<file path="config.mk">
export PLATFORM = sky130hd
export DESIGN_NAME = slot_allocator_with_pending_flags_unit_flat
export DESIGN_NICKNAME = d
export VERILOG_FILES = /design/src/design/sapf_pkg.sv /design/src/design/sapf_if.sv /design/src/design/slot_allocator_with_pending_flags_unit.sv /design/src/design/sapf_ram.sv /design/src/design/sapf_ctrl.sv /design/src/design/sapf_dp.sv /design/src/flat_wrapper.sv
export SDC_FILE = /design/constraint.sdc
export NUM_CORES = 2
export LEC_CHECK = 0
export BUFFER_PORTS_ARGS = -buffer_cell sky130_fd_sc_hd__buf_4
export CORE_ASPECT_RATIO = 2
export CORE_MARGIN = 3
export CORE_UTILIZATION = 31
export CTS_CLUSTER_DIAMETER = 50
export DETAILED_ROUTE_END_ITERATION = 6
export PLACE_DENSITY = 0.48
export SYNTH_ARGS = -nofsm -noshare
export SYNTH_HDL_FRONTEND = slang
export SYNTH_SLANG_ARGS = --single-unit
</file>
<file path="constraint.sdc">
create_clock -name clk -period 6.33 [get_ports clk]
set_input_delay 1.266 -clock clk [delete_from_list [all_inputs] [get_ports clk]]
set_output_delay 1.266 -clock clk [all_outputs]
set_load 0.05 [all_outputs]
</file>
<file path="src/design/sapf_pkg.sv">
// Shared constants, codes and controller/datapath handshake types for the slot allocator.
package sapf_pkg;

	localparam int SLOTS      = 64;
	localparam int SLOT_W     = $clog2(SLOTS);
	localparam int CNT_W      = $clog2(SLOTS + 1);
	localparam int HANDLE_W   = 32;
	localparam int GRP_SIZE   = 8;
	localparam int NGRP       = SLOTS / GRP_SIZE;
	localparam int GRP_W      = $clog2(NGRP);
	localparam int LOW_W      = $clog2(GRP_SIZE);
	localparam int SADDR_W    = SLOT_W + 1;
	localparam int EXT_W      = 9;
	localparam int PC_MAX     = 127;

	typedef enum logic [2:0] {
		OP_ALLOC   = 3'd0,
		OP_RELEASE = 3'd1,
		OP_MARK    = 3'd2,
		OP_CLEAR   = 3'd3,
		OP_QUERY   = 3'd4
	} op_t;

	typedef enum logic [1:0] {
		ST_OK       = 2'd0,
		ST_FULL     = 2'd1,
		ST_NOTFOUND = 2'd2,
		ST_RANGE    = 2'd3
	} status_t;

	typedef enum logic [1:0] {
		S_IDLE,
		S_WAIT,
		S_SCAN,
		S_FINISH
	} state_t;

	// Controller to datapath
	typedef struct packed {
		logic in_rdy;
		logic load;
		logic scan;
		logic commit;
	} cmd_t;

	// Datapath to controller
	typedef struct packed {
		logic in_valid;
		logic scan_op;
		logic scan_done;
		logic out_free;
	} sts_t;

endpackage

</file>
<file path="src/design/sapf_if.sv">
// Request and response channel interfaces of the slot allocator.
interface sapf_in_if;
	logic        valid;
	logic        ready;
	logic [2:0]  operation;
	logic [31:0] handle;
	logic [7:0]  slot;

	modport source(output valid, operation, handle, slot, input ready);
	modport sink(input valid, operation, handle, slot, output ready);
endinterface

interface sapf_out_if;
	logic       valid;
	logic       ready;
	logic [1:0] status;
	logic [5:0] slot_index;
	logic       was_pending;
	logic       is_valid;
	logic [6:0] pending_count;

	modport source(output valid, status, slot_index, was_pending, is_valid, pending_count,
		input ready);
	modport sink(input valid, status, slot_index, was_pending, is_valid, pending_count,
		output ready);
endinterface

</file>
<file path="src/design/slot_allocator_with_pending_flags_unit.sv">
// Top level of the slot allocator with pending flags.
//
// A table of SLOTS owner handles with a used bitmap and per-slot pending flags; one result beat
// per request beat. Allocate, mark, clear and unknown codes pass from acceptance to the result
// register through accept, a wait state for the registered free-slot tree and commit. Release
// and query walk the owner table through its single read port, one entry per cycle, stopping
// at the lowest matching used slot; a miss walks every entry up to the last slot of the table.
// One request is in work at a time; the next request is accepted as soon as the previous one
// has been committed to the output register, even while that result still waits to be taken.
// The owner table is not cleared at reset: entries of free slots are never compared.
module slot_allocator_with_pending_flags_unit import sapf_pkg::*; (
	input  logic       clk,
	input  logic       arst_n,
	sapf_in_if.sink    in_ch,
	sapf_out_if.source out_ch
);

	cmd_t cmd;
	sts_t sts;

	sapf_ctrl u_ctrl (
		.clk    (clk),
		.arst_n (arst_n),
		.sts    (sts),
		.cmd    (cmd)
	);

	sapf_dp u_dp (
		.clk    (clk),
		.arst_n (arst_n),
		.cmd    (cmd),
		.sts    (sts),
		.in_ch  (in_ch),
		.out_ch (out_ch)
	);

endmodule

</file>
<file path="src/design/sapf_ram.sv">
// Generic single-write, single-read RAM with registered read data.
module sapf_ram #(
	parameter int WIDTH = 32,
	parameter int DEPTH = 64
) (
	input  logic                     clk,
	input  logic                     we,
	input  logic [$clog2(DEPTH)-1:0] waddr,
	input  logic [WIDTH-1:0]         wdata,
	input  logic [$clog2(DEPTH)-1:0] raddr,
	output logic [WIDTH-1:0]         rdata
);

	logic [WIDTH-1:0] mem_q [DEPTH];

	// Write port
	always_ff @(posedge clk) begin
		if (we) begin
			mem_q[waddr] <= wdata;
		end
	end

	// Registered read port
	always_ff @(posedge clk) begin
		rdata <= mem_q[raddr];
	end

endmodule

</file>
<file path="src/design/sapf_ctrl.sv">
// Sequencing state machine of the slot allocator.
module sapf_ctrl import sapf_pkg::*; (
	input  logic clk,
	input  logic arst_n,
	input  sts_t sts,
	output cmd_t cmd
);

	state_t state_q, state_nxt;

	// State register
	always_ff @(posedge clk or negedge arst_n) begin
		if (!arst_n) begin
			state_q <= S_IDLE;
		end else begin
			state_q <= state_nxt;
		end
	end

	// Next state and commands
	always_comb begin
		state_nxt  = state_q;
		cmd        = '0;
		unique case (state_q)
			S_IDLE: begin
				cmd.in_rdy = 1'b1;
				if (sts.in_valid) begin
					cmd.load  = 1'b1;
					state_nxt = sts.scan_op ? S_SCAN : S_WAIT;
				end
			end
			S_WAIT: begin
				// let the free-slot tree settle on the current bitmap
				state_nxt = S_FINISH;
			end
			S_SCAN: begin
				cmd.scan = 1'b1;
				if (sts.scan_done) begin
					state_nxt = S_FINISH;
				end
			end
			S_FINISH: begin
				if (sts.out_free) begin
					cmd.commit = 1'b1;
					state_nxt  = S_IDLE;
				end
			end
			default: state_nxt = S_IDLE;
		endcase
	end

endmodule

</file>
<file path="src/design/sapf_dp.sv">
// Datapath: slot bitmaps, pending flags, owner table walk, free-slot tree and result register.
module sapf_dp import sapf_pkg::*; (
	input  logic         clk,
	input  logic         arst_n,
	input  cmd_t         cmd,
	output sts_t         sts,
	sapf_in_if.sink      in_ch,
	sapf_out_if.source   out_ch
);

	// Item registers
	op_t                 op_q;
	logic [HANDLE_W-1:0] handle_q;
	logic [7:0]          slot_q;

	// Slot state
	logic [SLOTS-1:0]    used_q;
	logic [SLOTS-1:0]    pend_q;
	logic [CNT_W-1:0]    total_q;

	// Owner table walk
	logic [SADDR_W-1:0]  scan_addr_q;
	logic                cmp_vld_s1;
	logic [SLOT_W-1:0]   cmp_idx_s1;
	logic [HANDLE_W-1:0] rd_data;
	logic                match;
	logic                hit_q;
	logic [SLOT_W-1:0]   hit_idx_q;

	// Free-slot tree
	logic                grp_any_s1 [NGRP];
	logic [LOW_W-1:0]    grp_low_s1 [NGRP];
	logic                grp_any    [NGRP];
	logic [LOW_W-1:0]    grp_low    [NGRP];
	logic                free_any;
	logic [SLOT_W-1:0]   free_idx;

	// Finish step
	status_t             res_status;
	logic [SLOT_W-1:0]   res_idx;
	logic                res_was;
	logic                res_valid;
	logic [SLOT_W-1:0]   tgt_idx;
	logic                used_set;
	logic                used_clr;
	logic                pend_set;
	logic                pend_clr;
	logic                ram_we;
	logic                in_range;
	logic [SLOT_W-1:0]   slot_idx;
	logic                inc;
	logic                dec;
	logic [CNT_W-1:0]    total_nxt;
	logic [7:0]          idx_ext;
	logic [EXT_W-1:0]    tot_ext;

	// Result register
	logic                out_valid_q;
	status_t             status_q;
	logic [5:0]          slot_index_q;
	logic                was_pending_q;
	logic                is_valid_q;
	logic [6:0]          pending_count_q;

	assign in_ch.ready   = cmd.in_rdy;
	assign sts.in_valid  = in_ch.valid;
	assign sts.scan_op   = (in_ch.operation == OP_RELEASE) || (in_ch.operation == OP_QUERY);
	assign sts.out_free  = !out_valid_q || out_ch.ready;

	// Capture the beat
	always_ff @(posedge clk) begin
		if (cmd.load) begin
			op_q     <= op_t'(in_ch.operation);
			handle_q <= in_ch.handle;
			slot_q   <= in_ch.slot;
		end
	end

	// Owner table
	sapf_ram #(
		.WIDTH (HANDLE_W),
		.DEPTH (SLOTS)
	) u_owner (
		.clk   (clk),
		.we    (cmd.commit && ram_we),
		.waddr (tgt_idx),
		.wdata (handle_q),
		.raddr (scan_addr_q[SLOT_W-1:0]),
		.rdata (rd_data)
	);

	// Walk the table one entry per cycle, compare in the cycle after the read
	always_ff @(posedge clk or negedge arst_n) begin
		if (!arst_n) begin
			scan_addr_q <= '0;
			cmp_vld_s1  <= 1'b0;
			hit_q       <= 1'b0;
		end else begin
			cmp_vld_s1 <= cmd.scan && (scan_addr_q < SADDR_W'(SLOTS));
			if (cmd.load) begin
				scan_addr_q <= '0;
				hit_q       <= 1'b0;
			end else if (cmd.scan) begin
				if (scan_addr_q < SADDR_W'(SLOTS)) begin
					scan_addr_q <= scan_addr_q + SADDR_W'(1);
				end
				if (match) begin
					hit_q <= 1'b1;
				end
			end
		end
	end

	always_ff @(posedge clk) begin
		cmp_idx_s1 <= scan_addr_q[SLOT_W-1:0];
		if (cmd.scan && match) begin
			hit_idx_q <= cmp_idx_s1;
		end
	end

	assign match         = cmp_vld_s1 && used_q[cmp_idx_s1] && (rd_data == handle_q);
	assign sts.scan_done = match || (cmp_vld_s1 && (cmp_idx_s1 == SLOT_W'(SLOTS - 1)));

	// First level of the free-slot tree: lowest free slot in each group of eight
	always_comb begin
		for (int g = 0; g < NGRP; g++) begin
			grp_any[g] = 1'b0;
			grp_low[g] = '0;
			for (int b = GRP_SIZE - 1; b >= 0; b--) begin
				if (!used_q[g*GRP_SIZE + b]) begin
					grp_any[g] = 1'b1;
					grp_low[g] = LOW_W'(b);
				end
			end
		end
	end

	always_ff @(posedge clk) begin
		for (int g = 0; g < NGRP; g++) begin
			grp_any_s1[g] <= grp_any[g];
			grp_low_s1[g] <= grp_low[g];
		end
	end

	// Second level: lowest group with a free slot
	always_comb begin
		free_any = 1'b0;
		free_idx = '0;
		for (int g = NGRP - 1; g >= 0; g--) begin
			if (grp_any_s1[g]) begin
				free_any = 1'b1;
				free_idx = {GRP_W'(g), grp_low_s1[g]};
			end
		end
	end

	assign in_range = ({1'b0, slot_q} < EXT_W'(SLOTS));
	assign slot_idx = slot_q[SLOT_W-1:0];

	// Decode the operation into slot updates and result fields
	always_comb begin
		res_status = ST_OK;
		res_idx    = '0;
		res_was    = 1'b0;
		res_valid  = 1'b0;
		tgt_idx    = '0;
		used_set   = 1'b0;
		used_clr   = 1'b0;
		pend_set   = 1'b0;
		pend_clr   = 1'b0;
		ram_we     = 1'b0;
		unique case (op_q)
			OP_ALLOC: begin
				if (free_any) begin
					tgt_idx  = free_idx;
					res_idx  = free_idx;
					used_set = 1'b1;
					pend_clr = 1'b1;
					ram_we   = 1'b1;
				end else begin
					res_status = ST_FULL;
				end
			end
			OP_RELEASE: begin
				if (hit_q) begin
					tgt_idx  = hit_idx_q;
					res_idx  = hit_idx_q;
					used_clr = 1'b1;
					pend_clr = 1'b1;
				end else begin
					res_status = ST_NOTFOUND;
				end
			end
			OP_MARK: begin
				if (in_range) begin
					tgt_idx  = slot_idx;
					pend_set = 1'b1;
				end else begin
					res_status = ST_RANGE;
				end
			end
			OP_CLEAR: begin
				if (in_range) begin
					tgt_idx  = slot_idx;
					pend_clr = 1'b1;
					res_was  = pend_q[slot_idx];
				end else begin
					res_status = ST_RANGE;
				end
			end
			OP_QUERY: begin
				res_valid = hit_q;
			end
			default: begin
			end
		endcase
	end

	assign inc       = pend_set && !pend_q[tgt_idx];
	assign dec       = pend_clr && pend_q[tgt_idx];
	assign total_nxt = total_q + CNT_W'(inc) - CNT_W'(dec);
	assign idx_ext   = 8'(res_idx);
	assign tot_ext   = EXT_W'(total_nxt);

	// Apply the step to the bitmaps and the count
	always_ff @(posedge clk or negedge arst_n) begin
		if (!arst_n) begin
			used_q  <= '0;
			pend_q  <= '0;
			total_q <= '0;
		end else if (cmd.commit) begin
			if (used_set) begin
				used_q[tgt_idx] <= 1'b1;
			end else if (used_clr) begin
				used_q[tgt_idx] <= 1'b0;
			end
			if (pend_set) begin
				pend_q[tgt_idx] <= 1'b1;
			end else if (pend_clr) begin
				pend_q[tgt_idx] <= 1'b0;
			end
			total_q <= total_nxt;
		end
	end

	// Result register: hold the beat until taken
	always_ff @(posedge clk or negedge arst_n) begin
		if (!arst_n) begin
			out_valid_q <= 1'b0;
		end else if (cmd.commit) begin
			out_valid_q <= 1'b1;
		end else if (out_ch.ready) begin
			out_valid_q <= 1'b0;
		end
	end

	always_ff @(posedge clk) begin
		if (cmd.commit) begin
			status_q        <= res_status;
			slot_index_q    <= idx_ext[5:0];
			was_pending_q   <= res_was;
			is_valid_q      <= res_valid;
			pending_count_q <= (tot_ext > EXT_W'(PC_MAX)) ? 7'(PC_MAX) : tot_ext[6:0];
		end
	end

	assign out_ch.valid         = out_valid_q;
	assign out_ch.status        = status_q;
	assign out_ch.slot_index    = slot_index_q;
	assign out_ch.was_pending   = was_pending_q;
	assign out_ch.is_valid      = is_valid_q;
	assign out_ch.pending_count = pending_count_q;

	// The counter tracks the flags exactly
	a_total_matches: assert property (@(posedge clk) disable iff (!arst_n)
		total_q == CNT_W'($countones(pend_q)))
		else $error("pending total differs from number of set flags");

	// A release frees a slot that is really in use
	a_release_used: assert property (@(posedge clk) disable iff (!arst_n)
		cmd.commit && (op_q == OP_RELEASE) && hit_q |-> used_q[hit_idx_q])
		else $error("release hit points at a free slot");

	// An allocation lands on a free slot
	a_alloc_free: assert property (@(posedge clk) disable iff (!arst_n)
		cmd.commit && (op_q == OP_ALLOC) && free_any |-> !used_q[free_idx])
		else $error("allocation picked a used slot");

	// A result is only written into an empty or draining output register
	a_no_overwrite: assert property (@(posedge clk) disable iff (!arst_n)
		cmd.commit |-> !out_valid_q || out_ch.ready)
		else $error("result register overwritten before it was taken");

endmodule
</file>
<file path="src/flat_wrapper.sv">
// flat-port wrapper written by rule: the top's interface ports become plain ports
module slot_allocator_with_pending_flags_unit_flat import sapf_pkg::*;
  (clk, arst_n, in_ch_valid, in_ch_operation, in_ch_handle, in_ch_slot, in_ch_ready, out_ch_valid, out_ch_status, out_ch_slot_index, out_ch_was_pending, out_ch_is_valid, out_ch_pending_count, out_ch_ready);
  sapf_in_if in_ch_i ();
  sapf_out_if out_ch_i ();
  input  logic clk;
  input  logic arst_n;
  input wire logic [$bits(in_ch_i.valid)-1:0] in_ch_valid;
  input wire logic [$bits(in_ch_i.operation)-1:0] in_ch_operation;
  input wire logic [$bits(in_ch_i.handle)-1:0] in_ch_handle;
  input wire logic [$bits(in_ch_i.slot)-1:0] in_ch_slot;
  output wire logic [$bits(in_ch_i.ready)-1:0] in_ch_ready;
  output wire logic [$bits(out_ch_i.valid)-1:0] out_ch_valid;
  output wire logic [$bits(out_ch_i.status)-1:0] out_ch_status;
  output wire logic [$bits(out_ch_i.slot_index)-1:0] out_ch_slot_index;
  output wire logic [$bits(out_ch_i.was_pending)-1:0] out_ch_was_pending;
  output wire logic [$bits(out_ch_i.is_valid)-1:0] out_ch_is_valid;
  output wire logic [$bits(out_ch_i.pending_count)-1:0] out_ch_pending_count;
  input wire logic [$bits(out_ch_i.ready)-1:0] out_ch_ready;
  assign in_ch_i.valid = in_ch_valid;
  assign in_ch_i.operation = in_ch_operation;
  assign in_ch_i.handle = in_ch_handle;
  assign in_ch_i.slot = in_ch_slot;
  assign in_ch_ready = in_ch_i.ready;
  assign out_ch_valid = out_ch_i.valid;
  assign out_ch_status = out_ch_i.status;
  assign out_ch_slot_index = out_ch_i.slot_index;
  assign out_ch_was_pending = out_ch_i.was_pending;
  assign out_ch_is_valid = out_ch_i.is_valid;
  assign out_ch_pending_count = out_ch_i.pending_count;
  assign out_ch_i.ready = out_ch_ready;
  slot_allocator_with_pending_flags_unit u_core (.clk(clk), .arst_n(arst_n), .in_ch(in_ch_i), .out_ch(out_ch_i));
endmodule
</file>
* After elaboration in Yosys (flattened, before gate mapping)
Memories as Yosys holds them, arrays and structs flattened. A register that Yosys moved wholly into a read port is not among the register bits.
Cells that the tools add are included.
** Word-level totals
- Register bits :: 219
- Bits in latches :: 0
- Bits in writable memories :: 2080
- Memory bits (read-only) :: 0
- Input port bits :: 47
- Output and inout bits :: 19
- Logic and storage cells :: 271
- Memories :: 3
** Memories
- u_core.u_dp.u_owner.mem_q :: depth 64, width 32, read ports 1, clocked after Yosys merged registers in 1, write ports 1, line sapf_ram.sv:14 : logic [WIDTH-1:0] mem_q [DEPTH];
- u_core.u_dp.grp_low_s1 :: depth 8, width 3, read ports 8, clocked after Yosys merged registers in 0, write ports 8, line sapf_dp.sv:32 : logic [LOW_W-1:0] grp_low_s1 [NGRP];
- u_core.u_dp.grp_any_s1 :: depth 8, width 1, read ports 8, clocked after Yosys merged registers in 0, write ports 8, line sapf_dp.sv:31 : logic grp_any_s1 [NGRP];
** Operators by class
- Add/subtract/negate cells :: 3
- $mul :: 0
- Divide/modulo/power cells :: 0
- Order comparisons :: 7
- Eq/ne operators :: 14
- Shift-type cells :: 0
- Multiplexer cells :: 192
- Bitwise operators :: 5
- Reduce and logical (&&, ||, !) cells :: 29
** Operators by type and width (number)
- 64-bit 2-to-1 mux :: 4
- 3-bit 2-to-1 mux :: 64
- 64-bit bitwise AND :: 2
- 64-bit OR :: 2
- 1-bit 2-to-1 mux :: 94
- 6-bit 2-to-1 mux :: 11
- 64-bit inverter :: 1
- 32-bit equality test :: 1
- 6-bit by 7-bit < comparator with 1-bit output (second input constant) :: 3
- 7-bit 2-to-1 mux :: 3
- 1-bit binary-select mux with 6-bit select :: 3
- 6-bit one-hot mux with 3 select lines :: 1
- 2-bit 2-to-1 mux :: 7
- 6-bit one-hot mux with 2 select lines :: 1
- 2-bit nonzero test :: 6
- 2-bit AND reduction :: 5
- 1-bit logical AND :: 9
- 8-bit by 7-bit < comparator with 1-bit output (second input constant) :: 1
- 2-bit one-hot mux with 4 select lines :: 1
- 7-bit by 1-bit adder with 7-bit output :: 1
- 7-bit by 1-bit adder with 7-bit output (second input constant) :: 1
- 7-bit greater-than comparator (second input constant) :: 1
- 7-bit < comparator (second input constant) :: 1
- 7-bit by 1-bit subtractor with 7-bit output :: 1
- other kinds (18) :: 26

* Longest topological paths before layout
An unclocked memory read counts as a cell.
- Depth after elaboration :: 19
- Depth in mapped cells :: 22
- Gate-level depth less buffers :: 19

* Hierarchy
From an unflattened synthesis, not the netlist that was laid out.
** Unflattened totals
- Cell total of the unflattened synthesis :: 4463
- Area, all modules :: 90834.6 µm²
** Modules (own cells, without submodules)
- sapf_ram :: times used 1, cells each 3324, area each 78515.3 µm², sequential area each 62139.6 µm²
- sapf_dp :: times used 1, cells each 1120, area each 12137.9 µm², sequential area each 6371.1 µm²
- sapf_ctrl :: times used 1, cells each 19, area each 181.4 µm², sequential area each 50.0 µm²

* Least setup slack after synthesis
OpenSTA, ideal clock, no wires.
- Path kind :: flip-flop to flip-flop
- From :: reg u_core.u_dp.op_q[2]
- To :: reg u_core.u_dp.total_q[6]
- Setup time :: 126 ps
- Data arrival time :: 4274 ps
- Required time :: 6204 ps
- Slack :: 1931 ps
- Stages on the path, launching flop included :: 22
- Buffers on the path :: 3
- Period minus slack after synthesis :: 4399 ps
- Path through :: edfxtp_1 > buf_2 > nor4bb_1 > clkbuf_1 > a22oi_1 > a21boi_4 > buf_4 > or3_1 > a21oi_1 > a211oi_1 > o22ai_1 > a22oi_1 > ha_1 > inv_1 > ha_1 > fa_1 > a21o_1 > a21oi_1 > o21bai_1 > a21oi_1 > xnor2_1 > mux2_2
** On the way
- Cells in the longest elaborated chain, start to end :: 9
- Elaborated cells between the ends (all ways) :: 15
- Classes of those cells :: 2 x add/sub; 3 x eq/ne; 5 x mux; 5 x reduce/logical
** RTL lines
- from (decl) :: line sapf_dp.sv:12 : op_t op_q;
- from (signal assigned) :: line sapf_dp.sv:73 : op_q <= op_t'(in_ch.operation);
- 3-bit by 2-bit equality test with 1-bit output :: line sapf_dp.sv:172 : unique case (op_q)
- 2-bit OR reduction (no source line)
- 6-bit one-hot mux with 3 select lines :: line sapf_dp.sv:172
- 1-bit binary-select mux with 6-bit select :: line sapf_dp.sv:219, sapf_dp.sv:220
- 1-bit 2-to-1 mux (implied by the code) :: line sapf_dp.sv:219, sapf_dp.sv:220
- 1-bit logical NOT :: line sapf_dp.sv:219 : assign inc = pend_set && !pend_q[tgt_idx];
- 1-bit logical AND :: line sapf_dp.sv:219
- 7-bit by 1-bit adder with 7-bit output :: line sapf_dp.sv:221 : assign total_nxt = total_q + CNT_W'(inc) - CNT_W'(dec);
- 7-bit by 1-bit subtractor with 7-bit output (*) :: line sapf_dp.sv:221
- to (signal assigned) :: line sapf_dp.sv:242 : total_q <= total_nxt;
- to (decl) :: line sapf_dp.sv:19 : logic [CNT_W-1:0] total_q;
Every way passes the cells marked *; elsewhere a longest branch is shown, timed or not. The select of a mux whose other input is x is not followed.
A chain may end at the register's enable or synchronous reset.

==> results.md <==
* CP Data Required Time at 7.04 ns
* Setup fix buffers added after clock tree synthesis at 0
* Flop-to-flop setup slack at approximately 0.73 ns
* I/O Buffers at between 60 and 70
* Peak VDD IR at about 200 uV
* Vertical die dimension at a little under 800 um
* Violations in the final reports: design-rule violations
* Commonest cells after routing, fill and taps aside: 2114 x sky130_fd_sc_hd__edfxtp_1, 713 x sky130_fd_sc_hd__mux4_2, 217 x sky130_fd_sc_hd__buf_4, 207 x sky130_fd_sc_hd__clkbuf_16, 204 x sky130_fd_sc_hd__o21ai_0
* PD cells at 279.3 nW/um2
* Filler cells at 26672
* Share of total power in combinational logic at 0.002
* Count of state elements after synthesis at 2331
* Total cell area at the placement stage at 96670 um2
* Startpoint of the most critical register-to-register path: u_core.u_dp.grp_any_s1[1][1]
* Minimum setup slack in the final design at between 0.7 and 0.8 ns
* Most used routing layer: met2
* Routed via count at 42172
* Area of all placed cells without fillers at 102900 um2
* Share of power burned in registers at 0.575
* Sort of element at the end of the critical path: register
* Number of max-slew violations in the final report at 0
* Clock buffers created by TritonCTS at 202
* Initial core utilization at 0.3122
* Horizontal die dimension at 387.5 um
* Portion of the post-synthesis area used by sequential elements at 0.7599
* Synth async-reset ratio at 0.06306
* Final critical path time including I/O delays and setup at ~5.6 ns
* Met3 Track Usage GR at 0.01415
* Vias in the first global route at 45471
* Number of iterations in the first detailed-routing pass at 7
* Routability cong. at ~0.86
* CP cell instances: or2_2, a221oi_1, o31ai_1, a21boi_4, mux2_2, o22ai_1, a211oi_1, o22ai_1, a22oi_1, ha_1, inv_1, ha_1, fa_1, a21o_1, a21oi_1, o21bai_1, a21oi_1, xnor2_1, mux2_2
* Count of non-filler cells in the finished layout at 8248
* Clock Sinks at around 2300
* Initial antenna violation count at 13
* Fmax at 178.6 MHz
* Worst clock skew at 0.04607 ns
* Fraction of layout cells with a size suffix above 1 at 0.3000
* Crit path kind: register to register
* Area delta synth->final at 14.09%
* Dominant register cell in the synthesized netlist: sky130_fd_sc_hd__edfxtp_1
* Area occupied by registers at 68580 um2
* Warning count from the yosys run at 0
* Switching power at 5.613 mW
* Clock tree root driver cell: sky130_fd_sc_hd__clkbuf_16
* Slew @ Worst Pin at 1.183 ns
* Met1 capacity usage during global routing at 0.1808
* R2R Path End: u_core.u_dp.total_q[6]
* Syn_area_per_cell at around 22 um2
* Final Routed Wirelength at about 250000 um
* Overall Global Routing Usage at 0.1654
* Unrepaired setup endpoints after global routing: no
* Core footprint at 289000 um2
* Peak per-stage delay on the critical path at approximately 0.8 ns
* Worst Reg2Reg Path Length in Cells at 19
* M2 GR Usage at 0.3283
* CTS tree: done
* Number of gates resized after cts at 0
* Footprint of the multi-input gates at 21150 um2
* Category of the worst setup path launch point: register
* Count of flip-flops with a built-in enable after synthesis at 2114
* Maximum number of pins on one net before global-route repair at 97
* I/O Pins at 66
* Final Cycle Share at 0.8846
* Number of instances in the synthesized netlist at approximately 4000
* Data arrival time of the critical path at between 6 and 7 ns
* Post-route antenna net violation count at 0
* Result of the run: finished with violations
* Net total in the final layout at 4359
* Number of remaining DRC errors at 13
* Synth Net Count at around 4200
* Switching Fraction at 0.1952
* Hold WC Path Type: input port to async pin
* Post-place setup slack at 0.7804 ns
* Max Cap Viol at 0
* Number of cells in the design after placement at between 7000 and 8000
* Most common library cell in the layout ignoring fill and taps: sky130_fd_sc_hd__edfxtp_1
* Total count of hold-check failures in the final report at 0
* Average wire length per cell after detail routing at a little over 30 um
* Clock edge transition at the registers on the reported setup and hold paths at 0.07 ns
* Critical-path maximum fanout at 26
* Die outline area at 298000 um2
* Clock Tree Buf Depth at 4
* Clock group share of total power at 0.423
* Wire length of the first global-routing pass at 353700 um
* Aggregate negative setup slack at 0 ns
* Standard-cell rows at 279
* Hpwl dp at between 150000 and 200000 um
* 1st-iter DRT viols at 3020
* Synth cell types at between 60 and 70
* Post-synth design cell area at 90230 um2
* Grt ovf at 0
* Worst-Skew Late Latency at 0.85 ns
* Deepest level of the CTS H-tree at 4
* CP max-delay cell: sky130_fd_sc_hd__a21boi_4
* Hold-fix buffers, CTS at 0
* Total leakage power at 32.79 nW
* Final number of setup-violating endpoints at 0
* Max transition margin at 0.2059
* Detail-routed via count per cell at 5.113
* Internal power summed over all cells at 23.14 mW
* Post-route core utilization at 0.3561
==> worst max-delay path by stage <==
stage                                 start                      to  slack [ns]  depth (start not counted)
2_1_floorplan           u_core.u_dp.op_q[2]  u_core.u_dp.total_q[6]        1.93                         21
5_1_grt        u_core.u_dp.grp_any_s1[1][1]  u_core.u_dp.total_q[6]        0.38                         19
6_report       u_core.u_dp.grp_any_s1[1][1]  u_core.u_dp.total_q[6]        0.73                         19
3_3_place_gp   u_core.u_dp.grp_any_s1[1][1]  u_core.u_dp.total_q[6]        0.81                         19
4_1_cts        u_core.u_dp.grp_any_s1[1][2]  u_core.u_dp.total_q[6]        0.76                         19
3_5_place_dp   u_core.u_dp.grp_any_s1[1][2]  u_core.u_dp.total_q[6]        0.78                         19
==> sequential cells by signal, indices dropped and copies added (netlist names), named ones only <==
register	flops
u_core.u_ctrl.state_q	2
u_core.u_dp.cmp_idx_s1	6
u_core.u_dp.cmp_vld_s1	1
u_core.u_dp.grp_any_s1	8
u_core.u_dp.grp_low_s1	24
u_core.u_dp.handle_q	32
u_core.u_dp.hit_idx_q	6
u_core.u_dp.hit_q	1
u_core.u_dp.op_q	3
u_core.u_dp.out_ch.is_valid	1
u_core.u_dp.out_ch.pending_count	7
u_core.u_dp.out_ch.slot_index	6
u_core.u_dp.out_ch.status	2
u_core.u_dp.out_ch.valid	1
u_core.u_dp.out_ch.was_pending	1
u_core.u_dp.scan_addr_q	7
u_core.u_dp.slot_q	8
u_core.u_dp.total_q	7
u_core.u_dp.u_owner.mem_q	2048
u_core.u_dp.u_owner.rdata	32
==> metal layers <==
metal	up-vias	share of wire
met2	945	0.58
li1	17611	-
met4	0	0.038
met3	354	0.028
met1	23262	0.36
met5	-	0
==> metrics by stage <==
step	hold WS [ns]	power (mW)
4_1_cts	0.5076	29.13
5_1_grt	0.5488	29.63
3_5_place_dp	0.5002	16.92
2_1_floorplan	0.3454	16.87
6_report	0.4957	28.75
3_3_place_gp	0.4854	16.92
==> power groups by stage <==
stage	registers (mW)	logic, mW	clock network, mW
5_1_grt	16.5	0.0525	13.1
3_3_place_gp	16.9	0.0480	0
6_report	16.5	0.0470	12.2
3_5_place_dp	16.9	0.0484	0
4_1_cts	16.5	0.0495	12.6
2_1_floorplan	16.9	0.000705	0
==> cell usage after synthesis, drive strengths merged, types with 3 or more instances <==
library cell	n	area share
mux2	15	0.0019
o22ai	4	0.00028
nor3	14	0.00078
a21boi	9	0.00087
o21ai	206	0.011
mux4	713	0.18
a21oi	21	0.0012
nand2b	6	0.00042
clkbuf	170	0.0071
a31oi	12	0.00083
nand3b	3	0.00025
nand3	17	0.0010
a221oi	5	0.00049
xor2	8	0.00078
nor2	113	0.0047
nor3b	3	0.00025
a211oi	5	0.00042
edfxtp	2114	0.70
o221ai	3	0.00029
a22oi	4	0.00033
mux2i	12	0.0013
a41oi	5	0.00049
nor2b	10	0.00069
and2	3	0.00021
nand4	11	0.00076
or3	4	0.00028
ha	11	0.0015
inv	29	0.0012
nand2	132	0.0055
buf	65	0.0030
xnor2	34	0.0033
dfrtp	147	0.041
nor4	8	0.0011
dfxtp	70	0.016
o2111ai	3	0.00036
and3	4	0.00028
a21o	4	0.00033
o211ai	5	0.00042
o31ai	62	0.0052
==> cells by family (layout without fill, tap and decap cells) <==
group,count (synthesis),after routing,synth area share
and+or+nand+nor,334,334,0.01679
xor gates and xnor gates,42,42,0.004077
muxes,740,740,0.1812
adders and majority gates,12,12,0.001747
AOI/OAI and AO/OA,367,367,0.02499
other,0,2,0
buffers and inverters,265,627,0.01136
DFF,2331,2331,0.7599
==> final cells by class <==
class | count | area share
inverters | 30 | 0.001094
well taps | 3793 | 0.04610
multi-input cells | 1495 | 0.2055
clock buffers | 270 | 0.05376
flip-flops and latches | 2331 | 0.6662
clock inverters | 87 | 0.007062
diodes | 2 | 0.00004862
repair buffers | 240 | 0.02021
==> worst max-delay path: cells and delay by family (launching register included) <==
family | cells | cell delay [ns]
adder cells (fa/ha/maj) | 3 | 0.96
AO/OA/AOI/OAI | 11 | 2.92
XOR/XNOR | 1 | 0.10
flip-flops | 1 | 0.40
buffers and inverters | 1 | 0.04
multiplexers | 2 | 0.69
AND/OR/NAND/NOR | 1 | 0.34
No activity file was read; power rests on OpenSTA's default activity.
